**src/rtl/midi_message_assembler_macros.svh**
```systemverilog
// assertion macros for the midi message assembler
// included by the rtl files that carry concurrent assertions
`ifndef MIDI_MESSAGE_ASSEMBLER_MACROS_SVH
`define MIDI_MESSAGE_ASSEMBLER_MACROS_SVH
`ifndef SYNTHESIS
// same-cycle implication, disabled while in reset
`define MMA_ASSERT(lbl, clk, rst_n, ante, cons) \
  lbl: assert property (@(posedge clk) disable iff (!rst_n) (ante) |-> (cons)) \
    else $error("midi message assembler assertion failed");
// next-cycle implication, disabled while in reset
`define MMA_ASSERT_NEXT(lbl, clk, rst_n, ante, cons) \
  lbl: assert property (@(posedge clk) disable iff (!rst_n) (ante) |=> (cons)) \
    else $error("midi message assembler assertion failed");
`else
`define MMA_ASSERT(lbl, clk, rst_n, ante, cons)
`define MMA_ASSERT_NEXT(lbl, clk, rst_n, ante, cons)
`endif
`endif

```
**src/rtl/mma_pkg.sv**
```systemverilog
// shared types, constants and the status decode for the midi message assembler
// no dependencies
package mma_pkg;

  typedef enum logic {
    KIND_MESSAGE = 1'b0,
    KIND_ERROR   = 1'b1
  } result_kind_e;

  localparam logic [3:0] HI_NOTE_OFF  = 4'h8;
  localparam logic [3:0] HI_NOTE_ON   = 4'h9;
  localparam logic [3:0] HI_POLY_AT   = 4'ha;
  localparam logic [3:0] HI_CONTROL   = 4'hb;
  localparam logic [3:0] HI_PROGRAM   = 4'hc;
  localparam logic [3:0] HI_CHAN_AT   = 4'hd;
  localparam logic [3:0] HI_PITCH     = 4'he;
  localparam logic [3:0] HI_SYSTEM    = 4'hf;
  localparam logic [7:0] ST_TIME_CODE = 8'hf1;
  localparam logic [7:0] ST_SONG_POS  = 8'hf2;
  localparam logic [7:0] ST_SONG_SEL  = 8'hf3;
  localparam logic [7:0] NO_STATUS    = 8'h00;

  // byte register between the input stage and the parser
  typedef struct packed {
    logic       valid;
    logic [7:0] midi_byte;
  } byte_stage_t;

  typedef struct packed {
    result_kind_e kind;
    logic [7:0]   status_value;
    logic [6:0]   first_data;
    logic [6:0]   second_data;
    logic [1:0]   data_count;
  } msg_t;

  // data bytes a status byte calls for
  function automatic logic [1:0] data_needed(input logic [7:0] s);
    logic [1:0] n;
    n = 2'd0;
    if (s[7]) begin
      unique case (s[7:4])
        HI_NOTE_OFF, HI_NOTE_ON, HI_POLY_AT, HI_CONTROL, HI_PITCH: n = 2'd2;
        HI_PROGRAM, HI_CHAN_AT: n = 2'd1;
        HI_SYSTEM: begin
          if (s == ST_TIME_CODE || s == ST_SONG_SEL) n = 2'd1;
          else if (s == ST_SONG_POS) n = 2'd2;
          else n = 2'd0;
        end
        default: n = 2'd0;
      endcase
    end
    return n;
  endfunction

endpackage

```
**src/rtl/mma_if.sv**
```systemverilog
// valid/ready channel interfaces: raw midi bytes in, assembled messages out
// no dependencies
interface mma_byte_if;
  logic       valid;
  logic       ready;
  logic [7:0] midi_byte;

  modport source (output valid, output midi_byte, input ready);
  modport sink (input valid, input midi_byte, output ready);
endinterface

interface mma_msg_if;
  logic       valid;
  logic       ready;
  logic       result_kind;
  logic [7:0] status_value;
  logic [6:0] first_data;
  logic [6:0] second_data;
  logic [1:0] data_count;

  modport source (output valid, output result_kind, output status_value,
                  output first_data, output second_data, output data_count,
                  input ready);
  modport sink (input valid, input result_kind, input status_value,
                input first_data, input second_data, input data_count,
                output ready);
endinterface

```
**src/rtl/midi_message_assembler.sv**
```systemverilog
// midi message assembler: groups raw midi bytes into complete messages
// with running status
//   byte_i : sink channel, one raw byte per transaction (bit 7 set = status)
//   msg_o  : source channel, one assembled message or an error per result
// a status byte that needs no data is sent on at once; channel and system
// common messages go out when their last data byte arrives. data with no
// status yet gives an error result and is dropped.
// the byte that completes a result is held in the input register, and the
// parser loads the result register when it takes that byte from there;
// msg_o.valid is driven from the result register.
// throughput: one byte per cycle while msg_o does not stall; the decode and
// counter update sit in a single stage between the input and result registers.
// a stall on msg_o holds the result register; the input register, if empty,
// still takes one more byte, then byte_i.ready drops until the result is taken.
// reset clears the held status, the counts and both valid flags.
// depends on mma_pkg, mma_if, mma_in_stage and mma_parser
module midi_message_assembler
  import mma_pkg::*;
(
  input  logic       clk_i,
  input  logic       rst_ni,
  mma_byte_if.sink   byte_i,
  mma_msg_if.source  msg_o
);

  byte_stage_t stage;
  logic        take;

  mma_in_stage u_in_stage (
    .clk_i   (clk_i),
    .rst_ni  (rst_ni),
    .byte_i  (byte_i),
    .take_i  (take),
    .stage_o (stage)
  );

  mma_parser u_parser (
    .clk_i   (clk_i),
    .rst_ni  (rst_ni),
    .stage_i (stage),
    .take_o  (take),
    .msg_o   (msg_o)
  );

endmodule

```
**src/rtl/mma_in_stage.sv**
```systemverilog
// input register for the midi byte channel
// depends on mma_pkg and mma_if
module mma_in_stage
  import mma_pkg::*;
(
  input  logic         clk_i,
  input  logic         rst_ni,
  mma_byte_if.sink     byte_i,
  input  logic         take_i,
  output byte_stage_t  stage_o
);

  logic       valid_q, valid_d;
  logic [7:0] byte_q;

  // accept whenever empty or the held byte leaves this cycle
  assign byte_i.ready = !valid_q || take_i;

  always_comb begin
    valid_d = valid_q;
    if (byte_i.ready) valid_d = byte_i.valid;
  end

  always_ff @(posedge clk_i or negedge rst_ni) begin
    if (!rst_ni) begin
      valid_q <= 1'b0;
    end else begin
      valid_q <= valid_d;
    end
  end

  always_ff @(posedge clk_i) begin
    if (byte_i.ready && byte_i.valid) byte_q <= byte_i.midi_byte;
  end

  assign stage_o.valid     = valid_q;
  assign stage_o.midi_byte = byte_q;

endmodule

```
**src/rtl/mma_parser.sv**
```systemverilog
// running status parser with its result register
// depends on mma_pkg, mma_if and midi_message_assembler_macros.svh
`include "midi_message_assembler_macros.svh"
module mma_parser
  import mma_pkg::*;
(
  input  logic        clk_i,
  input  logic        rst_ni,
  input  byte_stage_t stage_i,
  output logic        take_o,
  mma_msg_if.source   msg_o
);

  logic [7:0] held_q, held_d;
  logic [1:0] need_q, need_d;
  logic [1:0] rcv_q, rcv_d;
  logic [6:0] first_q, first_d;
  logic [6:0] second_q, second_d;
  logic       out_valid_q, out_valid_d;
  msg_t       out_q, res;
  logic       res_valid;
  logic       out_space;
  logic [1:0] rcv_inc;

  assign out_space = !out_valid_q || msg_o.ready;
  assign take_o    = stage_i.valid && out_space;
  assign rcv_inc   = (rcv_q == 2'd3) ? 2'd3 : rcv_q + 2'd1;

  always_comb begin
    held_d    = held_q;
    need_d    = need_q;
    rcv_d     = rcv_q;
    first_d   = first_q;
    second_d  = second_q;
    res_valid = 1'b0;
    res       = '{kind: KIND_MESSAGE, status_value: 8'h00, first_data: 7'h00,
                  second_data: 7'h00, data_count: 2'd0};
    if (take_o) begin
      if (stage_i.midi_byte[7]) begin
        held_d = stage_i.midi_byte;
        need_d = data_needed(stage_i.midi_byte);
        rcv_d  = 2'd0;
        if (need_d == 2'd0) begin
          res_valid        = 1'b1;
          res.status_value = stage_i.midi_byte;
        end
      end else if (held_q == NO_STATUS) begin
        res_valid = 1'b1;
        res.kind  = KIND_ERROR;
      end else begin
        if (rcv_q == 2'd0) first_d = stage_i.midi_byte[6:0];
        else if (rcv_q == 2'd1) second_d = stage_i.midi_byte[6:0];
        rcv_d = rcv_inc;
        // zero-data status never matches, so extra bytes just saturate
        if (rcv_inc == need_q) begin
          res_valid        = 1'b1;
          res.status_value = held_q;
          res.first_data   = (need_q >= 2'd1) ? first_d : 7'h00;
          res.second_data  = (need_q >= 2'd2) ? second_d : 7'h00;
          res.data_count   = need_q;
          rcv_d            = 2'd0;
        end
      end
    end
  end

  always_comb begin
    out_valid_d = out_valid_q;
    if (out_space) out_valid_d = take_o && res_valid;
  end

  always_ff @(posedge clk_i or negedge rst_ni) begin
    if (!rst_ni) begin
      held_q      <= NO_STATUS;
      need_q      <= 2'd0;
      rcv_q       <= 2'd0;
      first_q     <= 7'h00;
      second_q    <= 7'h00;
      out_valid_q <= 1'b0;
    end else begin
      held_q      <= held_d;
      need_q      <= need_d;
      rcv_q       <= rcv_d;
      first_q     <= first_d;
      second_q    <= second_d;
      out_valid_q <= out_valid_d;
    end
  end

  always_ff @(posedge clk_i) begin
    if (take_o && res_valid) out_q <= res;
  end

  assign msg_o.valid        = out_valid_q;
  assign msg_o.result_kind  = out_q.kind;
  assign msg_o.status_value = out_q.status_value;
  assign msg_o.first_data   = out_q.first_data;
  assign msg_o.second_data  = out_q.second_data;
  assign msg_o.data_count   = out_q.data_count;

  `MMA_ASSERT(a_error_fields_zero, clk_i, rst_ni, out_valid_q && out_q.kind == KIND_ERROR, out_q.status_value == 8'h00 && out_q.data_count == 2'd0 && out_q.first_data == 7'h00)
  `MMA_ASSERT(a_message_has_status, clk_i, rst_ni, out_valid_q && out_q.kind == KIND_MESSAGE, out_q.status_value[7])
  `MMA_ASSERT(a_partial_below_need, clk_i, rst_ni, held_q != NO_STATUS && need_q != 2'd0, rcv_q < need_q)
  `MMA_ASSERT(a_idle_counts_clear, clk_i, rst_ni, held_q == NO_STATUS, rcv_q == 2'd0 && need_q == 2'd0)
  `MMA_ASSERT_NEXT(a_orphan_data_error, clk_i, rst_ni, take_o && !stage_i.midi_byte[7] && held_q == NO_STATUS, out_valid_q && out_q.kind == KIND_ERROR)

endmodule

```
**src/flat_wrapper.sv**
```systemverilog
// flat-port wrapper written by rule: the top's interface ports become plain ports
module midi_message_assembler_flat import mma_pkg::*;
  (clk_i, rst_ni, byte_i_valid, byte_i_midi_byte, byte_i_ready, msg_o_valid, msg_o_result_kind, msg_o_status_value, msg_o_first_data, msg_o_second_data, msg_o_data_count, msg_o_ready);
  mma_byte_if byte_i_i ();
  mma_msg_if msg_o_i ();
  input  logic clk_i;
  input  logic rst_ni;
  input wire logic [$bits(byte_i_i.valid)-1:0] byte_i_valid;
  input wire logic [$bits(byte_i_i.midi_byte)-1:0] byte_i_midi_byte;
  output wire logic [$bits(byte_i_i.ready)-1:0] byte_i_ready;
  output wire logic [$bits(msg_o_i.valid)-1:0] msg_o_valid;
  output wire logic [$bits(msg_o_i.result_kind)-1:0] msg_o_result_kind;
  output wire logic [$bits(msg_o_i.status_value)-1:0] msg_o_status_value;
  output wire logic [$bits(msg_o_i.first_data)-1:0] msg_o_first_data;
  output wire logic [$bits(msg_o_i.second_data)-1:0] msg_o_second_data;
  output wire logic [$bits(msg_o_i.data_count)-1:0] msg_o_data_count;
  input wire logic [$bits(msg_o_i.ready)-1:0] msg_o_ready;
  assign byte_i_i.valid = byte_i_valid;
  assign byte_i_i.midi_byte = byte_i_midi_byte;
  assign byte_i_ready = byte_i_i.ready;
  assign msg_o_valid = msg_o_i.valid;
  assign msg_o_result_kind = msg_o_i.result_kind;
  assign msg_o_status_value = msg_o_i.status_value;
  assign msg_o_first_data = msg_o_i.first_data;
  assign msg_o_second_data = msg_o_i.second_data;
  assign msg_o_data_count = msg_o_i.data_count;
  assign msg_o_i.ready = msg_o_ready;
  midi_message_assembler u_core (.clk_i(clk_i), .rst_ni(rst_ni), .byte_i(byte_i_i), .msg_o(msg_o_i));
endmodule
```
**config.mk**
```make
export PLATFORM = sky130hd
export DESIGN_NAME = midi_message_assembler_flat
export DESIGN_NICKNAME = d
export VERILOG_FILES = /design/src/rtl/mma_pkg.sv /design/src/rtl/mma_if.sv /design/src/rtl/midi_message_assembler.sv /design/src/rtl/mma_in_stage.sv /design/src/rtl/mma_parser.sv /design/src/flat_wrapper.sv
export VERILOG_INCLUDE_DIRS = /design/src /design/src/rtl
export SDC_FILE = /design/constraint.sdc
export NUM_CORES = 1
export LEC_CHECK = 0
export ABC_AREA = 0
export ABC_CLOCK_PERIOD_IN_PS = 4900
export CAP_MARGIN = 20
export CORE_MARGIN = 2
export CORE_UTILIZATION = 25
export DETAILED_ROUTE_END_ITERATION = 7
export DONT_BUFFER_PORTS = 1
export MAX_ROUTING_LAYER = met4
export SYNTH_ARGS = -nofsm -noshare
export SYNTH_HDL_FRONTEND = slang
export SYNTH_SLANG_ARGS = --single-unit
export TNS_END_PERCENT = 10
```
**constraint.sdc**
```tcl
create_clock -name clk_i -period 4.9 [get_ports clk_i]
set_input_delay 0.98 -clock clk_i [delete_from_list [all_inputs] [get_ports clk_i]]
set_output_delay 0.98 -clock clk_i [all_outputs]
set_load 0.02 [all_outputs]
```
## After elaboration in Yosys (flattened, before gate mapping)

Index checks and enable logic that the tools add are counted.
W data, S select, Z words.

| storage, ports and cells | value |
|---|---|
| bits in registers | 61 |
| output and inout port bits | 27 |

| cells by class | value |
|---|---|
| add/subtract/negate cells | 1 |
| order comparisons | 2 |
| equality and inequality tests | 15 |
| muxes and demuxes | 24 |
| bitwise logic cells | 6 |
| reductions and logical operators | 20 |

Operator list:

| operator | count |
|---|---|
| $mux W24 | 2 |
| $mux W7 | 5 |
| $eq A4 B4 Y1 const B | 8 |
| $eq A8 B8 Y1 const B | 3 |
| $mux W2 | 8 |
| $mux W8 | 2 |
| $reduce_or A5 Y1 | 3 |
| $logic_not A8 Y1 | 1 |
| $mux W1 | 6 |
| $not A1 Y1 | 6 |
| $pmux W2 S3 | 1 |
| $logic_not A2 Y1 | 2 |
| $reduce_and A2 Y1 | 2 |
| $reduce_or A2 Y1 | 2 |
| $reduce_or A4 Y1 | 1 |
| $logic_and A1 B1 Y1 | 3 |
| $logic_or A1 B1 Y1 | 3 |
| $reduce_and A3 Y1 | 1 |
| $add A2 B1 Y2 const B | 1 |
| $eq A2 B1 Y1 const B | 1 |
| $eq A2 B2 Y1 | 1 |
| $eq A2 B2 Y1 const B | 1 |
| $ge A2 B1 Y1 const B | 1 |
| $ge A2 B2 Y1 const B | 1 |
| 2 further kinds | 3 |

## Logic depth before layout (Yosys ltp)

Gate-level depths: netlist of run 1.

| logic depth | value |
|---|---|
| word-level depth | 11 |
| mapped depth | 6 |
| depth with buffers taken out | 4 |

## By module

From an unflattened synthesis of run 1, not the netlist that was laid out.

| second synthesis, totals | value |
|---|---|
| cells, all modules | 204 |
| area total of the unflattened synthesis | 2,665.1 µm² |

By module, submodules not included:

| module | times used | cells each | area an instance (µm²) |
|---|---|---|---|
| mma_parser | 1 | 191 | 2,363.5 |
| mma_in_stage | 1 | 13 | 301.5 |

## Worst setup path before layout of run 1

Ideal clock, no wire load.

| timing path | value |
|---|---|
| path kind | input-to-reg |
| start point | in msg_o_ready |
| end point | reg u_core.u_parser.out_q (netlist bit u_core.u_parser.msg_o.data_count[0]) (enable) |
| setup time | 0.386 ns |
| data arrival time | 2.480 ns |
| data required time | 4.514 ns |
| setup slack | 2.035 ns |
| cell stages on the path | 4 |
| cells stage by stage | nand2b_1 nand3_1 a211oi_2 nand2b_1 |

| between the ends | value |
|---|---|
| word-level cells in the longest chain between the ends | 4 |

RTL lines:

| item | line | RTL |
|---|---|---|
| start: declaration | flat_wrapper.sv:17 | `input wire logic [$bits(msg_o_i.ready)-1:0] msg_o_ready;` |
| $logic_or A1 B1 Y1 * | mma_parser.sv:25 | `assign out_space = !out_valid_q \|\| msg_o.ready;` |
| $logic_and A1 B1 Y1 * | mma_parser.sv:26 | `assign take_o = stage_i.valid && out_space;` |
| $mux W1 | mma_parser.sv:38 | `if (take_o) begin` |
| $logic_and A1 B1 Y1 * | mma_parser.sv:91 | `if (take_o && res_valid) out_q <= res;` |
| end signal: assignment | mma_parser.sv:91 |  |
| end: declaration | mma_parser.sv:20 | `msg_t out_q, res;` |

Mark *: on every way between the ends. The rest lies on a longest branch, timed or not.
A chain may end at the register's enable or synchronous reset.

## Worst setup path after layout of run 1

| timing path | value |
|---|---|
| start point | in msg_o_ready |
| end point | reg u_core.u_parser.out_q (netlist bit u_core.u_parser.msg_o.status_value[2]) (enable) |

The elaborated chain is that of the path after synthesis.

==> flow_metrics.tcl, run 1 <==
set metrics [dict create \
    vias_per_cell 4.67 \
    dp_hpwl_um 3890 \
    fp.dieH_um 105 \
    ys_ff_latch 61 \
    pre_cts_ws_ns 1.64 \
    area_growth_pct 12.3 \
    synth_nets 209 \
    start_util_pct 25.4 \
    yosys_warnings 0 \
    htree_levels 3 \
    cts-resized-gates 0 \
    drv_slew 0 \
    synth_top_area_cell "edfxtp_1" \
    nNetsFinal 214 \
    syn_inst 197 \
    fp-row-count 37 \
    layout.cells.most_common "edfxtp_1" \
    p_leak_nw 1.09 \
    ys_types 34 \
    r2r_start "u_core.u_parser.msg_o.valid" \
    num_antenna_cells 0 \
    required_ns 4.92 \
    gr-usage-all-layers_pct 11.3 \
    cp-end-kind "flip-flop" \
    post-route-util_pct 28.5 \
    io_buffers 0 \
    cts_setup_buffers 0 \
    die-area_um2 11100 \
    hold_class "in -> async" \
    holdWs_ns 0.324 \
    pin_count 39 \
    synthMuxAreaShare_pct 8.31 \
    status "finished clean" \
    synth-seq-area-share_pct 65.7 \
    grt_pass1_wl_um 8950 \
    routedWlPerCell_um 16.7 \
    place_area_um2 2720 \
    grt_max_degree 29 \
    power.total_mw 1.44 \
    r2r_end "u_core.u_parser.msg_o.status_value[2]" \
    finalWirelength_um 5710 \
    place_inst 327 \
    final_cells 343 \
    layout_min_cycle_time_ns 2.93 \
    path_max_fanout 20 \
    ff2ff_setup_slack_ns 2.11 \
    final_cell_mix "edfxtp_1 (33), nand2_1 (30), dfrtp_1 (28)" \
    cts_sinks 61 \
    relSlewSlack_pct 56.9 \
    cp.arrival_ns 2.95 \
    firstDrtPassIters 4 \
    synth_top_family_by_area "simple AND/OR/NAND/NOR gates" \
    hold_viol 0 \
    antenna_left 0 \
    grt_pass1_vias 1563 \
    yosys.area_share.simple_pct 13.5 \
    finalCritPeriodShare_pct 59.7 \
    drtIter0Drc 120 \
    ys_top_cells_by_area "edfxtp_1 (38%), dfrtp_1 (27%), mux2_2 (8.3%)" \
    routabilityCongestion 0.809 \
    yosysTopAreaCellShare_pct 38.5 \
    die-width_um 105 \
    startpoint_type "input port" \
    cts_buffers 9 \
    overflow 0 \
    clock_skew_ns 0.00958 \
    tns_ns 0 \
    worst_slew_pin_slew_ns 0.645 \
    setup_viol 0 \
    holdBufCountCts 0 \
    coreArea_um2 10100 \
    postLayoutCellArea_um2 2890 \
    fmax_ghz 0.342 \
    ir_worst_vdd_mv 0.116 \
    synth_compound_area_share_pct 10.8 \
    drc 0 \
    syn_area_um2 2570 \
    rsz0062_at_grt "no" \
    p_per_area_nw_per_um2 499 \
    root_buffer "clkbuf_8" \
    clkLatencyLatePin_ns 0.34 \
    drive_above_1_share_pct 18.8 \
    rr_worst_depth 5 \
    vias 1603 \
    maxCapViolCount 0 \
    ctsLongestPathBuffers 2 \
    clk_pin_slew_ns 0.07 \
    timing.final.ws_setup_ns 1.97 \
    cts_tree "done" \
    critPathKind "in -> reg" \
    antenna_found_initial 0 \
    syn_area_per_cell_um2 13.1 \
    yosys.area_share.adder_pct 0 \
    synth-xor-area-share_pct 0 \
]
cell usage after synthesis, drive strengths merged:
master,count
inv,3
clkbuf,4
a22o,4
nand3,6
nor4b,1
nand2,30
and2,3
a32oi,1
nor4,3
or3b,1
a41oi,1
a211oi,1
or2,1
a21oi,16
nand4,1
or4b,1
o21ai,13
nor3b,2
edfxtp,33
o211ai,1
nor2,2
nand2b,8
buf,3
and3,2
a211o,2
mux2,19
a21o,4
nor2b,2
nor3,1
dfrtp,28
worst max-delay path by stage:
stage	startpoint	endpoint	slack [ns]	cells after the start
final	msg_o_ready	u_core.u_parser.msg_o.status_value[2]	1.97	5
after global routing	msg_o_ready	u_core.u_parser.msg_o.status_value[0]	1.81	5
after global placement	msg_o_ready	u_core.u_parser.msg_o.status_value[2]	1.74	5
after detailed placement	msg_o_ready	u_core.u_parser.msg_o.status_value[4]	1.64	5
after CTS	msg_o_ready	u_core.u_parser.msg_o.status_value[2]	2.00	5
after floorplan	msg_o_ready	u_core.u_parser.msg_o.data_count[0]	2.03	4
state kept, by name, indices dropped and copies added (netlist names), 7 cells and up:
signal and flops:
u_core.u_parser.held_q 8, u_core.u_in_stage.byte_q 8, u_core.u_parser.first_q 7, u_core.u_parser.second_q 7
u_core.u_parser.msg_o.status_value 8, u_core.u_parser.msg_o.first_data 7, u_core.u_parser.msg_o.second_data 7
metal layers:
metal  up-vias  global-route usage, %  share of wire [%]
li1        736                      -                  -
met1       799                   14.0                 46
met2        58                   15.4                 44
met3        10                   4.82                7.2
met4         0                   6.39                2.6
met5         -                      -                  0
where the power goes:
part           internal (mW)  total, mW  switching [mW]
clock                  0.208      0.388           0.179
combinational          0.126      0.272           0.146
sequential             0.662      0.783           0.122
total                  0.996       1.44           0.447
cell type report:
| class | count | area, um2 |
|---|---|---|
| Multi-Input combinational cell | 126 | 841 |
| Clock buffer | 14 | 163 |
| Inverter | 3 | 11.3 |
| Timing Repair Buffer | 1 | 7.51 |
| Tap cell | 136 | 170 |
| Clock inverter | 2 | 7.51 |
| Sequential cell | 61 | 1690 |
| Fill cell | 1024 | 7250 |
worst max-delay path, cell delays in order:
cell and delay [ns]:
nand2b_1 0.11, nand3_1 0.42, a211oi_2 0.73, nand2b_1 0.37, buf_4 0.33
cells by family after synthesis:
family | count (synthesis)
buf+inv | 10
flops | 61
simple gates | 64
compound gates | 43
mux | 19
(Power assumes the default switching activity.)
==> run 2: changes to the inputs <==
--- a/config.mk
+++ b/config.mk
@@ -7,7 +7,7 @@
 export NUM_CORES = 1
 export LEC_CHECK = 0
 export ABC_AREA = 0
-export ABC_CLOCK_PERIOD_IN_PS = 4900
+export ABC_CLOCK_PERIOD_IN_PS = 2790
 export CAP_MARGIN = 20
 export CORE_MARGIN = 2
 export CORE_UTILIZATION = 25
==> constraint.sdc (replaced) <==
create_clock -name clk_i -period 2.79 [get_ports clk_i]
set_input_delay 0.558 -clock clk_i [delete_from_list [all_inputs] [get_ports clk_i]]
set_output_delay 0.558 -clock clk_i [all_outputs]
set_load 0.02 [all_outputs]
==> flow_metrics.tcl, run 2 (synthesis gave the netlist of run 1 again) <==
set metrics [dict create \
    status "finished clean" \
    root_buffer "clkbuf_8" \
    die-width_um 105 \
    grt_pass1_vias 1649 \
    final_cells 347 \
    setup_viol 0 \
    cp-end-kind "flip-flop" \
    clock_skew_ns 0.00884 \
    fp-row-count 37 \
    clkLatencyLatePin_ns 0.34 \
    coreArea_um2 10100 \
    drive_above_1_share_pct 21.3 \
    io_buffers 0 \
    worst_slew_pin_slew_ns 0.625 \
    gr-usage-all-layers_pct 11.3 \
    dp_hpwl_um 3810 \
    firstDrtPassIters 4 \
    antenna_found_initial 0 \
    fp.dieH_um 105 \
    ir_worst_vdd_mv 0.260 \
    p_per_area_nw_per_um2 881 \
    critPathKind "reg -> reg" \
    p_leak_nw 1.12 \
    tns_ns 0 \
    die-area_um2 11100 \
    place_area_um2 2740 \
    drv_slew 0 \
    area_growth_pct 14.4 \
    place_inst 330 \
    maxCapViolCount 0 \
    pin_count 39 \
    seqCellArea_um2 1690 \
    nNetsFinal 218 \
    layout_min_cycle_time_ns 2.09 \
    required_ns 2.82 \
    cts_sinks 61 \
    htree_levels 3 \
    vias_per_cell 4.56 \
    layout.cells.most_common "edfxtp_1" \
    cts_buffers 9 \
    rsz0062_at_grt "no" \
    antenna_left 0 \
    overflow 0 \
    hold_class "in -> async" \
    cts_setup_buffers 0 \
    power.total_mw 2.60 \
    final_cell_mix "edfxtp_1 (33), nand2_1 (30), dfrtp_1 (28)" \
    grt_max_degree 29 \
    vias 1584 \
    cts_tree "done" \
    nFillCells 1013 \
    fmax_ghz 0.478 \
    routabilityCongestion 0.863 \
    grt_pass1_wl_um 9070 \
    cp.arrival_ns 2.12 \
    start_util_pct 25.4 \
    drtIter0Drc 90 \
    relSlewSlack_pct 58.2 \
    postLayoutCellArea_um2 2950 \
    multi_input_area_um2 841 \
    startpoint_type "flip-flop" \
    num_antenna_cells 0 \
    path_max_fanout 15 \
    finalWirelength_um 5550 \
    clk_pin_slew_ns 0.07 \
    hold_viol 0 \
    finalCritPeriodShare_pct 75.0 \
    drc 0 \
    routedWlPerCell_um 16.0 \
    ctsLongestPathBuffers 2 \
]
run 2: changes by cell type in the layout (fill, tap and decap cells not counted), sizes merged:
cell	before	now
buf	1	5
clkbuf	14	11
clkinv	2	3
clkinvlp	0	1
bufinv	0	1
run 2: path summary, 6_finish.rpt:
kind / from / end / slack [ns] / depth (start not counted)
setup / recovery: u_core.u_parser.rcv_q[0] / u_core.u_parser.msg_o.first_data[4] / 0.70 / 5
hold / removal: rst_ni / u_core.u_parser.held_q[5] / 0.03 / 1
setup reg to reg: u_core.u_parser.rcv_q[0] / u_core.u_parser.msg_o.first_data[4] / 0.70 / 5
hold reg to reg: u_core.u_parser.first_q[2] / u_core.u_parser.first_q[2] / 0.51 / 1
max in group asynchronous: rst_ni / u_core.u_parser.second_q[5] / 2.58 / 1
min in group clk_i: byte_i_midi_byte[4] / u_core.u_in_stage.byte_q[4] / 0.31 / 0
run 2: critical path: stages (launching register included):
cell and delay, ns:
dfrtp_1 0.52, or4b_4 0.60, o211ai_4 0.14, o21ai_0 0.16
nand2b_1 0.13, buf_4 0.23
run 2: what timing repair did:
item | CTS | global route
endpoints found under the setup margin | 0 | 0
hold endpoints to repair | 28 | 0
resized for setup | 0 | 0
hold buffers | 1 | 0
run 2: metrics by stage:
step | utilization (%) | setup slack [ns] | hold slack (ns)
after floorplan | - | 0.347 | 0.262
after global placement | 27.1 | 0.759 | 0.264
after detailed placement | 27.1 | 0.721 | 0.264
after CTS | 29.1 | 0.688 | 0.0253
after global routing | 29.1 | 0.533 | 0.0143
final | 29.1 | 0.698 | 0.0324
run 2: area by class of cell:
| type | count | share of cell area [%] |
|---|---|---|
| sequential | 61 | 57.4 |
| multi-input combinational | 126 | 28.5 |
| tap | 136 | 5.77 |
| clock buffer | 11 | 4.46 |
| clock inverter | 5 | 1.74 |
| timing repair buffer | 5 | 1.70 |
| inverter | 3 | 0.382 |
run 2: where the power goes:
group,internal (mW),total [mW],switching [mW]
clock network,0.407,0.737,0.331
logic,0.228,0.488,0.259
registers,1.16,1.37,0.210
total,1.80,2.60,0.800
run 2: routing by layer:
metal	part of all wire, %	routed length, um	GRT usage [%]
met5	0	0	-
met4	1.9	106	5.08
met3	6.7	374	4.82
met2	44	2450	15.7
met1	47	2620	14.2
